<file path="config.mk">
export PLATFORM = sky130hd
export DESIGN_NAME = nmea_sentence_check_time_extract
export DESIGN_NICKNAME = d
export VERILOG_FILES = /design/src/sv/nmea_chk_pkg.sv /design/src/sv/nmea_chk_parse.sv /design/src/sv/nmea_sentence_check_time_extract.sv
export VERILOG_INCLUDE_DIRS = /design/src /design/src/sv
export SDC_FILE = /design/constraint.sdc
export NUM_CORES = 1
export LEC_CHECK = 0
export ABC_CLOCK_PERIOD_IN_PS = 4800
export BUFFER_PORTS_ARGS = -buffer_cell sky130_fd_sc_hd__clkbuf_2
export CAP_MARGIN = 20
export CORE_MARGIN = 4
export CORE_UTILIZATION = 46
export DETAILED_ROUTE_END_ITERATION = 8
export PLACE_DENSITY = 0.74
export SLEW_MARGIN = 40
export SYNTH_ARGS = -nofsm -noshare
export SYNTH_HDL_FRONTEND = slang
export SYNTH_SLANG_ARGS = --single-unit
</file>
<file path="constraint.sdc">
create_clock -name clk -period 4.8 [get_ports clk]
set_input_delay 0.48 -clock clk [delete_from_list [all_inputs] [get_ports clk]]
set_output_delay 0.48 -clock clk [all_outputs]
set_load 0.005 [all_outputs]
</file>
<file path="src/sv/nmea_sentence_check_time_extract_assert.svh">
// ----------------------------------------------------------------------------
// NMEA sentence checker assertion macros
// Shared concurrent assertion forms, clocked on clk, quiet in reset.
// ----------------------------------------------------------------------------
`ifndef NMEA_SENTENCE_CHECK_TIME_EXTRACT_ASSERT_SVH
`define NMEA_SENTENCE_CHECK_TIME_EXTRACT_ASSERT_SVH

// same-cycle implication
`define NSC_ASSERT_NOW(lbl, ante, cons, msg) \
  lbl: assert property (@(posedge clk) disable iff (!rst_n) (ante) |-> (cons)) \
    else $error(msg);

// next-cycle implication
`define NSC_ASSERT_NEXT(lbl, ante, cons, msg) \
  lbl: assert property (@(posedge clk) disable iff (!rst_n) (ante) |=> (cons)) \
    else $error(msg);

`endif

</file>
<file path="src/sv/nmea_chk_pkg.sv">
// ----------------------------------------------------------------------------
// NMEA checker package
// Character codes, parser state types, sentence summary and decode helpers.
// ----------------------------------------------------------------------------
`default_nettype none

package nmea_chk_pkg;

  localparam logic [7:0] CH_LF     = 8'h0A;
  localparam logic [7:0] CH_DOLLAR = 8'h24;
  localparam logic [7:0] CH_STAR   = 8'h2A;
  localparam logic [7:0] CH_COMMA  = 8'h2C;
  localparam logic [7:0] CH_A      = 8'h41;

  localparam int          TIME_LEN       = 6;
  localparam logic [3:0]  NOT_DIGIT      = 4'hF;
  localparam logic [4:0]  ZONE_RESET     = 5'd8;
  localparam logic [5:0]  HOURS_PER_DAY  = 6'd24;
  localparam logic [6:0]  MAX_HOUR       = 7'd23;

  typedef enum logic [1:0] {
    PH_WAIT_DOLLAR,
    PH_PAYLOAD,
    PH_CKSUM,
    PH_DONE
  } phase_t;

  typedef enum logic [1:0] {
    SM_IDLE,
    SM_COMMA,
    SM_COMMA_A
  } stat_match_t;

  // snapshot of the sentence state, read when the line feed arrives
  typedef struct packed {
    logic                 framed_ok;
    logic [7:0]           running_xor;
    logic [7:0]           rcv_cksum;
    logic                 status_seen;
    logic                 time_full;
    logic [5:0][3:0]      digits;
  } sent_sum_t;

  // {is_hex, value}
  function automatic logic [4:0] hex_decode(logic [7:0] c);
    logic [4:0] r;
    r = 5'd0;
    if (c >= 8'h30 && c <= 8'h39) begin
      r = {1'b1, 4'(c - 8'h30)};
    end else if (c >= 8'h61 && c <= 8'h66) begin
      r = {1'b1, 4'(c - 8'h57)};
    end else if (c >= 8'h41 && c <= 8'h46) begin
      r = {1'b1, 4'(c - 8'h37)};
    end
    return r;
  endfunction

  function automatic logic [3:0] digit_code(logic [7:0] c);
    logic [3:0] r;
    r = NOT_DIGIT;
    if (c >= 8'h30 && c <= 8'h39) begin
      r = 4'(c - 8'h30);
    end
    return r;
  endfunction

  function automatic logic [6:0] two_digits(logic [3:0] hi, logic [3:0] lo);
    return 7'({3'b000, hi} * 7'd10) + 7'(lo);
  endfunction

endpackage

`default_nettype wire

</file>
<file path="src/sv/nmea_chk_parse.sv">
// ----------------------------------------------------------------------------
// NMEA checker character parser
// Tracks checksum framing, time digits and the status token per character.
// ----------------------------------------------------------------------------
`default_nettype none

module nmea_chk_parse (
  input  wire logic                   clk,
  input  wire logic                   rst_n,
  input  wire logic                   char_acc,
  input  wire logic [7:0]             char_code,
  output nmea_chk_pkg::sent_sum_t     summary
);

  nmea_chk_pkg::phase_t       phase_r, phase_nxt;
  nmea_chk_pkg::stat_match_t  match_r, match_nxt;
  logic [7:0]                 xor_r, xor_nxt;
  logic [7:0]                 cksum_r, cksum_nxt;
  logic [1:0]                 hex_cnt_r, hex_cnt_nxt;
  logic                       bad_r, bad_nxt;
  logic                       comma_r, comma_nxt;
  logic [2:0]                 tcnt_r, tcnt_nxt;
  logic                       status_r, status_nxt;
  logic [5:0][3:0]            digits_r;
  logic                       is_lf;
  logic [4:0]                 hex;
  logic                       dig_wr;

  assign is_lf  = (char_code == nmea_chk_pkg::CH_LF);
  assign hex    = nmea_chk_pkg::hex_decode(char_code);
  assign dig_wr = comma_r && (tcnt_r < 3'(nmea_chk_pkg::TIME_LEN));

  // checksum framing phase
  always_comb begin
    phase_nxt = phase_r;
    if (is_lf) begin
      phase_nxt = nmea_chk_pkg::PH_WAIT_DOLLAR;
    end else begin
      unique case (phase_r)
        nmea_chk_pkg::PH_WAIT_DOLLAR: begin
          if (char_code == nmea_chk_pkg::CH_DOLLAR) phase_nxt = nmea_chk_pkg::PH_PAYLOAD;
        end
        nmea_chk_pkg::PH_PAYLOAD: begin
          if (char_code == nmea_chk_pkg::CH_STAR) phase_nxt = nmea_chk_pkg::PH_CKSUM;
        end
        nmea_chk_pkg::PH_CKSUM: begin
          if (!hex[4] || hex_cnt_r == 2'd1) phase_nxt = nmea_chk_pkg::PH_DONE;
        end
        nmea_chk_pkg::PH_DONE: begin
          phase_nxt = nmea_chk_pkg::PH_DONE;
        end
        default: phase_nxt = nmea_chk_pkg::PH_WAIT_DOLLAR;
      endcase
    end
  end

  // datapath updates driven by the phase and the character
  always_comb begin
    xor_nxt     = xor_r;
    cksum_nxt   = cksum_r;
    hex_cnt_nxt = hex_cnt_r;
    bad_nxt     = bad_r;
    comma_nxt   = comma_r;
    tcnt_nxt    = tcnt_r;
    status_nxt  = status_r;
    match_nxt   = nmea_chk_pkg::SM_IDLE;
    if (is_lf) begin
      xor_nxt     = 8'd0;
      cksum_nxt   = 8'd0;
      hex_cnt_nxt = 2'd0;
      bad_nxt     = 1'b0;
      comma_nxt   = 1'b0;
      tcnt_nxt    = 3'd0;
      status_nxt  = 1'b0;
    end else begin
      if (phase_r == nmea_chk_pkg::PH_PAYLOAD && char_code != nmea_chk_pkg::CH_STAR) begin
        xor_nxt = xor_r ^ char_code;
      end
      if (phase_r == nmea_chk_pkg::PH_CKSUM) begin
        if (hex[4]) begin
          cksum_nxt   = {cksum_r[3:0], hex[3:0]};
          hex_cnt_nxt = hex_cnt_r + 2'd1;
        end else begin
          bad_nxt = 1'b1;
        end
      end
      if (dig_wr) begin
        tcnt_nxt = tcnt_r + 3'd1;
      end else if (!comma_r && char_code == nmea_chk_pkg::CH_COMMA) begin
        comma_nxt = 1'b1;
      end
      if (char_code == nmea_chk_pkg::CH_COMMA) begin
        if (match_r == nmea_chk_pkg::SM_COMMA_A) status_nxt = 1'b1;
        match_nxt = nmea_chk_pkg::SM_COMMA;
      end else if (match_r == nmea_chk_pkg::SM_COMMA && char_code == nmea_chk_pkg::CH_A) begin
        match_nxt = nmea_chk_pkg::SM_COMMA_A;
      end
    end
  end

  always_ff @(posedge clk) begin
    if (!rst_n) begin
      phase_r   <= nmea_chk_pkg::PH_WAIT_DOLLAR;
      match_r   <= nmea_chk_pkg::SM_IDLE;
      xor_r     <= 8'd0;
      cksum_r   <= 8'd0;
      hex_cnt_r <= 2'd0;
      bad_r     <= 1'b0;
      comma_r   <= 1'b0;
      tcnt_r    <= 3'd0;
      status_r  <= 1'b0;
    end else if (char_acc) begin
      phase_r   <= phase_nxt;
      match_r   <= match_nxt;
      xor_r     <= xor_nxt;
      cksum_r   <= cksum_nxt;
      hex_cnt_r <= hex_cnt_nxt;
      bad_r     <= bad_nxt;
      comma_r   <= comma_nxt;
      tcnt_r    <= tcnt_nxt;
      status_r  <= status_nxt;
    end
  end

  // digits are only read once all six are written, so no reset
  always_ff @(posedge clk) begin
    for (int k = 0; k < nmea_chk_pkg::TIME_LEN; k++) begin
      if (char_acc && !is_lf && dig_wr && tcnt_r == 3'(k)) begin
        digits_r[k] <= nmea_chk_pkg::digit_code(char_code);
      end
    end
  end

  always_comb begin
    summary.framed_ok   = (phase_r == nmea_chk_pkg::PH_DONE) && !bad_r;
    summary.running_xor = xor_r;
    summary.rcv_cksum   = cksum_r;
    summary.status_seen = status_r;
    summary.time_full   = (tcnt_r == 3'(nmea_chk_pkg::TIME_LEN));
    summary.digits      = digits_r;
  end

endmodule

`default_nettype wire

</file>
<file path="src/sv/nmea_sentence_check_time_extract.sv">
// ----------------------------------------------------------------------------
// NMEA sentence checker with local time extraction
// One character per beat in; one result beat per line feed out.
// ----------------------------------------------------------------------------
//   channel | direction | handshake           | payload
//   in_     | input     | in_valid / in_stall | in_char_code
//   out_    | output    | out_valid/out_stall | check flags, checksum, time
//   cfg_    | input     | cfg_valid/cfg_ready | cfg_zone_offset_hours
//
// One character per cycle unless in_stall holds a line feed; its state update lands at the accepting edge.
// A line feed loads the result register at its accepting edge; the result
// beat is offered on the following cycle.
// Only a line feed is stalled, and only while a result waits under out_stall.
// Synchronous active-low reset; zone offset resets to 8. cfg_ready stays high.
// ----------------------------------------------------------------------------
`default_nettype none
`include "nmea_sentence_check_time_extract_assert.svh"

module nmea_sentence_check_time_extract (
  input  wire logic        clk,
  input  wire logic        rst_n,
  input  wire logic        in_valid,
  output      logic        in_stall,
  input  wire logic [7:0]  in_char_code,
  output      logic        out_valid,
  input  wire logic        out_stall,
  output      logic        out_checksum_match,
  output      logic        out_status_active,
  output      logic        out_frame_error,
  output      logic        out_time_valid,
  output      logic [7:0]  out_computed_checksum,
  output      logic [4:0]  out_local_hours,
  output      logic [6:0]  out_minutes,
  output      logic [6:0]  out_seconds,
  input  wire logic        cfg_valid,
  output      logic        cfg_ready,
  input  wire logic [4:0]  cfg_zone_offset_hours
);

  nmea_chk_pkg::sent_sum_t  summary;
  logic                     in_acc, is_lf, lf_acc;
  logic [4:0]               zone_r;
  logic                     out_valid_r, out_valid_nxt;
  logic                     cmatch_nxt, ferr_nxt, tvalid_nxt;
  logic [4:0]               hours_nxt;
  logic [6:0]               mins_nxt, secs_nxt;
  logic [6:0]               hh, mm, ss;
  logic [5:0]               hsum;
  logic                     digits_ok;
  logic                     cmatch_r, status_r, ferr_r, tvalid_r;
  logic [7:0]               xor_r;
  logic [4:0]               hours_r;
  logic [6:0]               mins_r, secs_r;

  assign is_lf     = (in_char_code == nmea_chk_pkg::CH_LF);
  assign in_stall  = out_valid_r && out_stall && is_lf;
  assign in_acc    = in_valid && !in_stall;
  assign lf_acc    = in_acc && is_lf;
  assign cfg_ready = 1'b1;

  nmea_chk_parse u_parse (
    .clk       (clk),
    .rst_n     (rst_n),
    .char_acc  (in_acc),
    .char_code (in_char_code),
    .summary   (summary)
  );

  always_ff @(posedge clk) begin
    if (!rst_n) begin
      zone_r <= nmea_chk_pkg::ZONE_RESET;
    end else if (cfg_valid && cfg_ready) begin
      zone_r <= cfg_zone_offset_hours;
    end
  end

  // result from the sentence summary
  always_comb begin
    digits_ok = 1'b1;
    for (int k = 0; k < nmea_chk_pkg::TIME_LEN; k++) begin
      if (summary.digits[k] == nmea_chk_pkg::NOT_DIGIT) digits_ok = 1'b0;
    end
    hh = nmea_chk_pkg::two_digits(summary.digits[0], summary.digits[1]);
    mm = nmea_chk_pkg::two_digits(summary.digits[2], summary.digits[3]);
    ss = nmea_chk_pkg::two_digits(summary.digits[4], summary.digits[5]);
    tvalid_nxt = summary.time_full && digits_ok && (hh <= nmea_chk_pkg::MAX_HOUR);
    hsum = 6'(hh[4:0]) + 6'(zone_r);
    // sum stays below 3 * 24: reduce with two compares
    if (hsum >= 6'(2 * nmea_chk_pkg::HOURS_PER_DAY)) begin
      hsum = hsum - 6'(2 * nmea_chk_pkg::HOURS_PER_DAY);
    end else if (hsum >= nmea_chk_pkg::HOURS_PER_DAY) begin
      hsum = hsum - nmea_chk_pkg::HOURS_PER_DAY;
    end
    hours_nxt  = tvalid_nxt ? hsum[4:0] : 5'd0;
    mins_nxt   = tvalid_nxt ? mm : 7'd0;
    secs_nxt   = tvalid_nxt ? ss : 7'd0;
    ferr_nxt   = !summary.framed_ok;
    cmatch_nxt = summary.framed_ok && (summary.running_xor == summary.rcv_cksum);
  end

  assign out_valid_nxt = lf_acc || (out_valid_r && out_stall);

  always_ff @(posedge clk) begin
    if (!rst_n) begin
      out_valid_r <= 1'b0;
    end else begin
      out_valid_r <= out_valid_nxt;
    end
  end

  always_ff @(posedge clk) begin
    if (lf_acc) begin
      cmatch_r <= cmatch_nxt;
      status_r <= summary.status_seen;
      ferr_r   <= ferr_nxt;
      tvalid_r <= tvalid_nxt;
      xor_r    <= summary.running_xor;
      hours_r  <= hours_nxt;
      mins_r   <= mins_nxt;
      secs_r   <= secs_nxt;
    end
  end

  assign out_valid             = out_valid_r;
  assign out_checksum_match    = cmatch_r;
  assign out_status_active     = status_r;
  assign out_frame_error       = ferr_r;
  assign out_time_valid        = tvalid_r;
  assign out_computed_checksum = xor_r;
  assign out_local_hours       = hours_r;
  assign out_minutes           = mins_r;
  assign out_seconds           = secs_r;

  `NSC_ASSERT_NEXT(a_no_spurious_result, in_acc && !is_lf && !(out_valid_r && out_stall), !out_valid_r, "result beat without a line feed")
  `NSC_ASSERT_NOW(a_match_needs_frame, out_valid_r, !(cmatch_r && ferr_r), "checksum match flagged on a framing error")
  `NSC_ASSERT_NOW(a_invalid_time_zero, out_valid_r && !tvalid_r, hours_r == 5'd0 && mins_r == 7'd0 && secs_r == 7'd0, "time fields nonzero without valid time")
  `NSC_ASSERT_NOW(a_hours_wrapped, out_valid_r && tvalid_r, hours_r < 5'(nmea_chk_pkg::HOURS_PER_DAY), "local hour not wrapped")

endmodule

`default_nettype wire

</file>
Word-level counts from Yosys, hierarchy flattened. Index checks and enable logic that the tools add are counted.

Multiplexer cells: 39. Bitwise gates (word level): 1. Add/subtract/negate cells: 11. Order comparisons: 10. Reductions and logical operators: 47. Multiply operators: 3. Eq/ne operators: 30.

Operator list (count): $mux W8 (5); $mux W5 (5); $eq A4 B4 Y1 const B (6); $eq A8 B6 Y1 const B (3); $logic_and A1 B1 Y1 (23); $add A7 B4 Y7 (3); $mux W2 (10); $mul A4 B3 Y6 const B (3); $ge A8 B7 Y1 const B (2); $le A8 B7 Y1 const B (2); $mux W1 (15); $reduce_bool A2 Y1 (7); $reduce_and A3 Y1 (4); $sub A5 B5 Y5 const B (2); $eq A3 B3 Y1 const B (3); $ne A3 B2 Y1 const B (3); $eq A8 B4 Y1 const B (1); $eq A8 B7 Y1 const B (1); $eq A8 B8 Y1 (1); $ge A8 B6 Y1 const B (1); $le A8 B6 Y1 const B (1); $ne A8 B6 Y1 const B (1); $pmux W2 S4 (1); $sub A4 B3 Y4 const B (2); 22 further kinds (36).

Output and inout port bits: 34. Word-level logic and storage cells: 166. Bits of input ports: 18. Register bits after elaboration: 89.

Longest topological paths before layout. Gate-level depths: netlist (run 1).

Depth after elaboration: 10. Gate-level depth with buffers: 13. Mapped depth without buffers: 12.

Modules after synthesis. A second synthesis (run 1) with hierarchy kept.

Cell total of the unflattened synthesis: 434. Area, all modules: 4852.2 um^2.

By module, submodules not included: nmea_sentence_check_time_extract (area each 2438.6 um^2, cells each 213, times used 1, seq. area each 1051.0 um^2); nmea_chk_parse (area each 2413.6 um^2, cells each 221, times used 1, seq. area each 1281.2 um^2).

Worst setup path after synthesis (run 1). OpenSTA, ideal clock, no wires.

Path kind: flip-flop to flip-flop. Start point: register u_parse.digits_r (netlist bit u_parse.summary[2]). End point: register hours_r[3], in the netlist out_local_hours[3] (data pin). Slack: 1709 ps. Data arrival time: 2940 ps. Required time: 4648 ps. Setup time: 152 ps. Period minus slack after synthesis: 3091 ps. Path buffers: 1. Stages on the path, launching flop included: 14. Cell sequence: edfxtp_1 -> ha_1 -> ha_1 -> a21oi_1 -> nand2_1 -> xnor2_1 -> ha_1 -> clkbuf_1 -> xnor2_1 -> ha_1 -> a31oi_1 -> nand2_1 -> a211o_1 -> a31oi_1.

Word-level cells in the longest chain between the ends: 9. Elaborated cells on any way between the ends: 19. Those cells by class: 4 x add/sub; 1 x mul; 3 x order compare; 1 x eq/ne; 8 x mux; 2 x reduce/logical.

RTL lines: from (decl) (RTL line nmea_chk_parse.sv:24) `logic [5:0][3:0] digits_r;`; from (signal, indexed assignment) (RTL line nmea_chk_parse.sv:129) `digits_r[k] <= nmea_chk_pkg::digit_code(char_code);`; parallel branches: the longest is 9 deep, another holds $add A7 B4 Y7; to (signal assigned) (RTL line nmea_sentence_check_time_extract.sv:118) `hours_r <= hours_nxt;`; to (decl) (RTL line nmea_sentence_check_time_extract.sv:52) `logic [4:0] hours_r;`.

Parallel ways; which one is timed is not known. A chain may end at the register's enable or synchronous reset.

Final worst setup path (run 1).
Start point: register u_parse.digits_r (netlist bit u_parse.summary[0]). End point: register hours_r[3], in the netlist out_local_hours[3] (data pin).

Same word-level chain as after synthesis.

==> reports/qor.csv, run 1 <==
stage,metric,value,unit
outcome,status,completed,
sta,Slew Limit Fails,0,
route,drt initial violations,112,
hold_path,HP Class,in -> reg,
route,drt via density,5.42,
place,GP Congestion,0.826,
route,DR WL/cell,14.3,um
global_route,initial antenna violation count,0,
pwr,Leakage,2.04,nW
floorplanning,die width,109,um
sta,Slew headroom,51.8,%
clock_network,post-cts sizing count,0,
synthesis,syn_area_per_cell,11.0,um2
critical_path,CP Launch Type,flip-flop,
route,routed wire length,8.73,mm
synthesis,Main synth FF type,edfxtp_1,
clock_network,Clk Tree Root Cell,clkbuf_8,
place,Detailed Place HPWL,6.64,mm
clock_network,"CTS clk-pin slew, worst paths",0.09,ns
route,ANT nets after route,0,
sta,final hold viol count,0,
sta,Tmin final,3.35,ns
synthesis,"Distinct cells, synth",58,
route,DR pass1 iterations,4,
floorplanning,starting density of the core,47.5,%
cells_and_area,"most common cell after layout, fill and taps aside",edfxtp_1,
critical_path,FF-to-FF setup slack,1.45,ns
global_route,global-route wire length before repair,14.5,mm
critical_path,crit path DAT,3.55,ns
synthesis,Post-synth EDFFs,55,
sta,worst-margin pin slew,0.722,ns
clock_network,clk sink count,89,
cells_and_area,most frequent cells in the layout,"edfxtp_1, clkbuf_2, nor2_1, ha_1, dfxtp_1",
global_route,total gr overflow,0,
critical_path,reg2reg end,out_local_hours[3]$_SDFFCE_PN0P_,
synthesis,syn_nets,486,
critical_path,CP Capture Type,flip-flop,
critical_path,cell count of the worst reg-to-reg path,11,
route,via count,3301,
clock_network,buffer depth of the longest clock path,2,
cells_and_area,# fillers,839,
cells_and_area,Util after Layout,53.1,%
route,DR DRC count,0,
cells_and_area,Layout area overhead,11.7,%
synthesis,sequential area share after synthesis,49.7,%
global_route,vias in the first global route,3161,
place,I/O Buffers,50,
clock_network,CTS H-Tree Depth,3,
sta,clk_skew,0.0123,ns
floorplanning,Die Y-Extent,109,um
synthesis,top post-synthesis cells by area,"edfxtp_1, dfxtp_1, ha_1",
synthesis,Synth area leader,edfxtp_1,
synthesis,Netlist Area Pre-Place,0.00469,mm2
sta,RSZ-0062 raised after global routing,no,
floorplanning,Die ar.,0.0119,mm2
synthesis,Yosys reg bits,89,
synthesis,Post-Synthesis Cells,426,
floorplanning,row count,36,
sta,Fmax,298,MHz
hold_path,Worst Hold Path EP,zone_r[3]$_SDFFE_PN1P_,
job,maxcap violations,0,
clock_network,setup bufs post-CTS,0,
synthesis,"FFs w/ async S/R, synth",0,%
pwr,pwr dens,268,mW/mm2
hold_path,Hold Path Origin,cfg_zone_offset_hours[3],
sta,worst setup margin,1.45,ns
clock_network,hold_buf cts,0,
synthesis,YS warnings,0,
synthesis,post-synth top area share,35.2,%
critical_path,largest fanout on the critical path,8,
floorplanning,core area,0.00986,mm2
cells_and_area,nets@finish,531,
cells_and_area,diode count,0,
clock_network,total CTS buffers,9,
clock_network,CTS tree,done,
place,pre-CTS setup slack,1.51,ns
floorplanning,Ports,52,
critical_path,Setup crit start,u_parse.summary[0]$_DFFE_PP_,
global_route,Overall Global Routing Usage,15.5,%
hold_path,Worst Hold Depth,3,
sta,Final period util,69.9,%
global_route,largest net degree at the start of global routing,22,
sta,Fin Setup TNS,0,ns
critical_path,RR Startpoint,u_parse.summary[0]$_DFFE_PP_,
sta,final setup vio count,0,
clock_network,clock latency on the worst-skew pair,0.36,ns
pwr,peak supply drop,0.131,mV
critical_path,critical path class,reg -> reg,
critical_path,CP required,5.00,ns
cells_and_area,share of cells above drive strength 1,16.0,%
[layout make-up]
cell class / count / area [um2] / share of cell area (%)
Sequential cell: 89 / 2330 / 44.5
Multi-Input combinational cell: 296 / 2190 / 41.8
Timing Repair Buffer: 51 / 258 / 4.92
Tap cell: 133 / 166 / 3.18
Clock buffer: 10 / 128 / 2.44
Inverter: 24 / 90.1 / 1.72
Clock inverter: 6 / 75.1 / 1.43
[metrics by stage]
stage	total power [W]	std cells	instance area [um2]	hold WS, ns
after detailed placement	0.000898	593	5030	0.454
after CTS	0.00142	609	5240	0.324
after floorplan	0.000877	426	4690	0.409
after global routing	0.00146	609	5240	0.337
after global placement	0.000895	593	5030	0.447
final	0.00141	609	5240	0.337
[power by group]
part | internal, W | switching (W) | leakage, nW | total (W)
clock | 0.000248 | 0.000276 | 0.0990 | 0.000524
sequential | 0.000805 | 0.00000252 | 0.754 | 0.000808
combinational | 0.0000276 | 0.0000460 | 1.19 | 0.0000736
total | 0.00108 | 0.000324 | 2.04 | 0.00141
[worst max-delay path, stage by stage, from the launching register on]
cell and delay (ns):
edfxtp_1 0.44, ha_1 0.35, ha_1 0.32, xor2_1 0.23, ha_1 0.36, a21oi_1 0.36
xnor2_1 0.17, ha_1 0.23, a31oi_1 0.22, nand2_1 0.09, a211o_1 0.30, a31oi_1 0.13
[worst max path at each step]
stage                                             endpoint  slack (ns)  cells past startpoint
after floorplan           out_local_hours[3]$_SDFFCE_PN0P_        1.71                     13
final                     out_local_hours[3]$_SDFFCE_PN0P_        1.45                     11
after CTS                 out_local_hours[3]$_SDFFCE_PN0P_        1.49                     12
after global routing      out_local_hours[3]$_SDFFCE_PN0P_        1.19                     12
after global placement    out_local_hours[3]$_SDFFCE_PN0P_        1.69                     12
after detailed placement  out_local_hours[3]$_SDFFCE_PN0P_        1.51                     11
[per-layer routing]
layer	routed length [um]	GRT usage [%]	vias to the layer above
li1	-	-	1646
met1	3820	19.1	1553
met2	4290	26.5	90
met3	478	3.91	12
met4	139	5.23	0
met5	0	0	-
[cells by family (layout without fill, tap and decap cells)]
logic type               after synthesis  after routing  synth area share [%]
AND/OR/NAND/NOR                      144            144                  16.5
flip-flops                            89             89                  49.7
AO/OA/AOI/OAI                         69             69                  9.98
adder cells (fa/ha/maj)               42             42                  12.3
buffers and inverters                 41             91                  3.68
XOR/XNOR                              32             32                  5.98
multiplexers                           8              8                  1.73
other                                  1              1                0.0800
[flip-flops by register name (all words and copies together) (netlist names)]
register               cells
zone_r                     5
out_minutes                7
out_seconds                7
out_local_hours            5
out_frame_error            1
u_parse.comma_r            1
u_parse.hex_cnt_r          2
u_parse.tcnt_r             3
out_status_active          1
u_parse.phase_r            2
u_parse.status_r           1
out_checksum_match         1
out_computed_checksum      8
u_parse.cksum_r            8
out_time_valid             1
u_parse.match_r            2
u_parse.summary           24
out_valid                  1
u_parse.bad_r              1
u_parse.xor_r              8
[synth_stat cells, types with 3 or more instances]
library cell and n:
edfxtp_1 55, nor2_1 38, ha_1 35, dfxtp_1 34, nand2_1 28, inv_1 24
xor2_1 21, o21ai_0 18, nand4_1 17, a21oi_1 15, xnor2_1 11, nand3_1 9
clkbuf_1 8, nor2b_1 8, and3_1 7, fa_1 7, mux2i_1 7, buf_2 6
o31ai_1 6, nor3_1 5, a21o_1 4, a31oi_1 4, nand4b_1 4, nor4_1 4
o211ai_1 4, and2_1 3, buf_4 3, or3_1 3
(Power assumes the default switching activity.)
==> run 2, diff against run 1 <==
- ABC_CLOCK_PERIOD_IN_PS: 4800 -> 3000
- PLACE_DENSITY: 0.74 -> 0.77
- clock period: 4.8 -> 3 ns (I/O delays scaled with it)
==> run 2 against run 1 <==
The run now ends with negative setup slack left. First-iteration DRC count is 13% lower. Non-clock buffer count is 21 higher. Combinational power is 110% higher. Via count is 3.6% higher. Power is 57% higher. Final cell count is 3.4% higher. Critical path type unchanged.
==> reports/qor.csv, run 2 (synthesized netlist as in run 1, its figures left out) <==
stage,metric,value,unit
route,via count,3419,
place,Placed Cells,607,
pwr,combinational power share,6.9,%
sta,Slew Limit Fails,0,
sta,Fmax,326,MHz
global_route,Global Route met3 Usage,3.37,%
place,area post-placement,0.00518,mm2
critical_path,Worst Path Buf+Inv,1,
critical_path,largest fanout on the critical path,3,
critical_path,most frequent cell on the critical path,ha_2,
critical_path,Setup crit start,u_parse.summary[0]$_DFFE_PP_,
clock_network,CTS tree,done,
clock_network,clock latency on the worst-skew pair,0.36,ns
route,DR DRC count,0,
place,I/O Buffers,50,
pwr,final total power,0.00220,W
cells_and_area,"most common cell after layout, fill and taps aside",edfxtp_1,
sta,worst setup margin,-0.0666,ns
pwr,Leakage,2.14,nW
cells_and_area,Largest register FFs,24,
global_route,total gr overflow,0,
hold_path,Hold Path Origin,cfg_zone_offset_hours[3],
cells_and_area,Final Cell Area,0.00552,mm2
floorplanning,starting density of the core,47.5,%
place,Detailed Place HPWL,6.79,mm
sta,Fin Setup TNS,-0.0731,ns
clock_network,"CTS clk-pin slew, worst paths",0.09,ns
clock_network,CTS H-Tree Depth,3,
global_route,global-route wire length before repair,15.3,mm
pwr,pwr dens,399,mW/mm2
cells_and_area,Layout area overhead,17.6,%
sta,clk_skew,0.00822,ns
outcome,failing checks,negative setup slack,
critical_path,RR Startpoint,u_parse.summary[0]$_DFFE_PP_,
critical_path,crit-path max cell delay,0.47,ns
sta,Final period util,102,%
critical_path,slowest cell on the critical path,edfxtp_1,
floorplanning,Ports,52,
critical_path,CP required,3.11,ns
pwr,Int Power,0.00167,W
sta,worst-margin pin slew,0.637,ns
sta,Hold WS,0.182,ns
hold_path,HP Class,in -> reg,
critical_path,CP Launch Type,flip-flop,
pwr,Reg power frac,58.7,%
cells_and_area,Final Non-Filler Cells,630,
critical_path,critical path class,reg -> reg,
route,routed wire length,9.45,mm
pwr,P_sw,0.000537,W
critical_path,CP Capture Type,flip-flop,
sta,final hold viol count,0,
cells_and_area,share of cells above drive strength 1,22.7,%
pwr,clock group share of total power,34.3,%
floorplanning,row count,36,
floorplanning,die width,109,um
global_route,met1 Use GR,20.3,%
sta,Slew headroom,57.6,%
clock_network,buffer depth of the longest clock path,2,
global_route,busiest grt layer,met2,
route,DR pass1 iterations,5,
critical_path,worst path cell trace,ha_2 > fa_1 > xor2_2 > ha_4 > a21oi_4 > xnor2_2 > ha_2 > a31oi_4 > buf_4 > o2111ai_1 > nand4_1 > a21oi_1,
route,drt initial violations,97,
global_route,Overall Global Routing Usage,16.2,%
sta,RSZ-0062 raised after global routing,yes,
global_route,vias in the first global route,3293,
global_route,largest net degree at the start of global routing,22,
floorplanning,Die Y-Extent,109,um
pwr,sw frac,24.4,%
job,maxcap violations,0,
cells_and_area,diode count,0,
clock_network,Clk Tree Root Cell,clkbuf_8,
cells_and_area,most frequent cells in the layout,"edfxtp_1, clkbuf_2, nor2_1, dfxtp_1, ha_1",
route,DR WL/cell,15.0,um
floorplanning,core area,0.00986,mm2
clock_network,total CTS buffers,9,
place,GP Congestion,0.895,
sta,final setup vio count,2,
outcome,status,"complete, but fails checks",
critical_path,crit-path leading delay family,adder cells,
critical_path,crit path DAT,3.18,ns
route,ANT nets after route,0,
clock_network,hold_buf cts,0,
floorplanning,Die ar.,0.0119,mm2
pwr,peak supply drop,0.218,mV
global_route,routing usage on met2,28.6,%
sta,Tmin final,3.07,ns
global_route,initial antenna violation count,0,
clock_network,clk sink count,89,
route,drt via density,5.43,
cells_and_area,nets@finish,552,
-- run 2: cell count changes in the layout (fill, tap and decap cells not counted), sizes merged --
cell	change
buf	+21
bufinv	-1
clkinv	-1
clkinvlp	+1
inv	+1
-- run 2: worst paths after layout --
check / endpoint / slack [ns] / cells past startpoint
setup / recovery: out_local_hours[4]$_SDFFCE_PN0P_ / -0.07 / 12
hold / removal: zone_r[3]$_SDFFE_PN1P_ / 0.18 / 3
setup reg to reg: out_local_hours[4]$_SDFFCE_PN0P_ / -0.07 / 12
hold reg to reg: out_status_active$_DFFE_PP_ / 0.45 / 0
-- run 2: worst min-delay path, stage by stage --
cell and delay [ns]:
clkbuf_2 0.08, mux2i_1 0.07, nand2_1 0.06
-- run 2: layer usage --
metal	vias up	routed length [um]	part of all wire [%]
met1	1624	4150	44
met5	-	0	0
met3	14	431	4.6
met2	94	4740	50
li1	1687	-	-
met4	0	132	1.4
-- run 2: per-stage QoR --
step                      utilization [%]  worst slack [ns]
after floorplan                         -           0.00927
after global placement               52.5            0.0152
after detailed placement             52.5            -0.102
after CTS                            54.6            0.0505
after global routing                 55.9            -0.199
final                                55.9           -0.0666
-- run 2: layout make-up --
type / count / area [um2]
fill: 825 / 4350
tap: 133 / 166
multi-input combinational: 296 / 2320
timing repair buffer: 72 / 428
inverter: 24 / 90.1
clock inverter: 6 / 50.0
clock buffer: 10 / 128
sequential: 89 / 2330
-- run 2: what timing repair did --
item                                   CTS  global route
pin swaps                                3            12
buffers inserted                         2             5
setup endpoints to repair                2             3
resized for setup                        3            16
endpoints found under the hold margin    0             0
-- run 2: power by group through the flow --
| stage | clock (W) | combinational [W] | sequential [W] |
|---|---|---|---|
| CTS | 0.000768 | 0.000134 | 0.00129 |
| global route | 0.000822 | 0.000166 | 0.00129 |
| finish | 0.000756 | 0.000153 | 0.00129 |
| detailed placement | 0 | 0.000130 | 0.00132 |
| global placement | 0 | 0.000125 | 0.00132 |
| floorplan | 0 | 0.0000855 | 0.00132 |
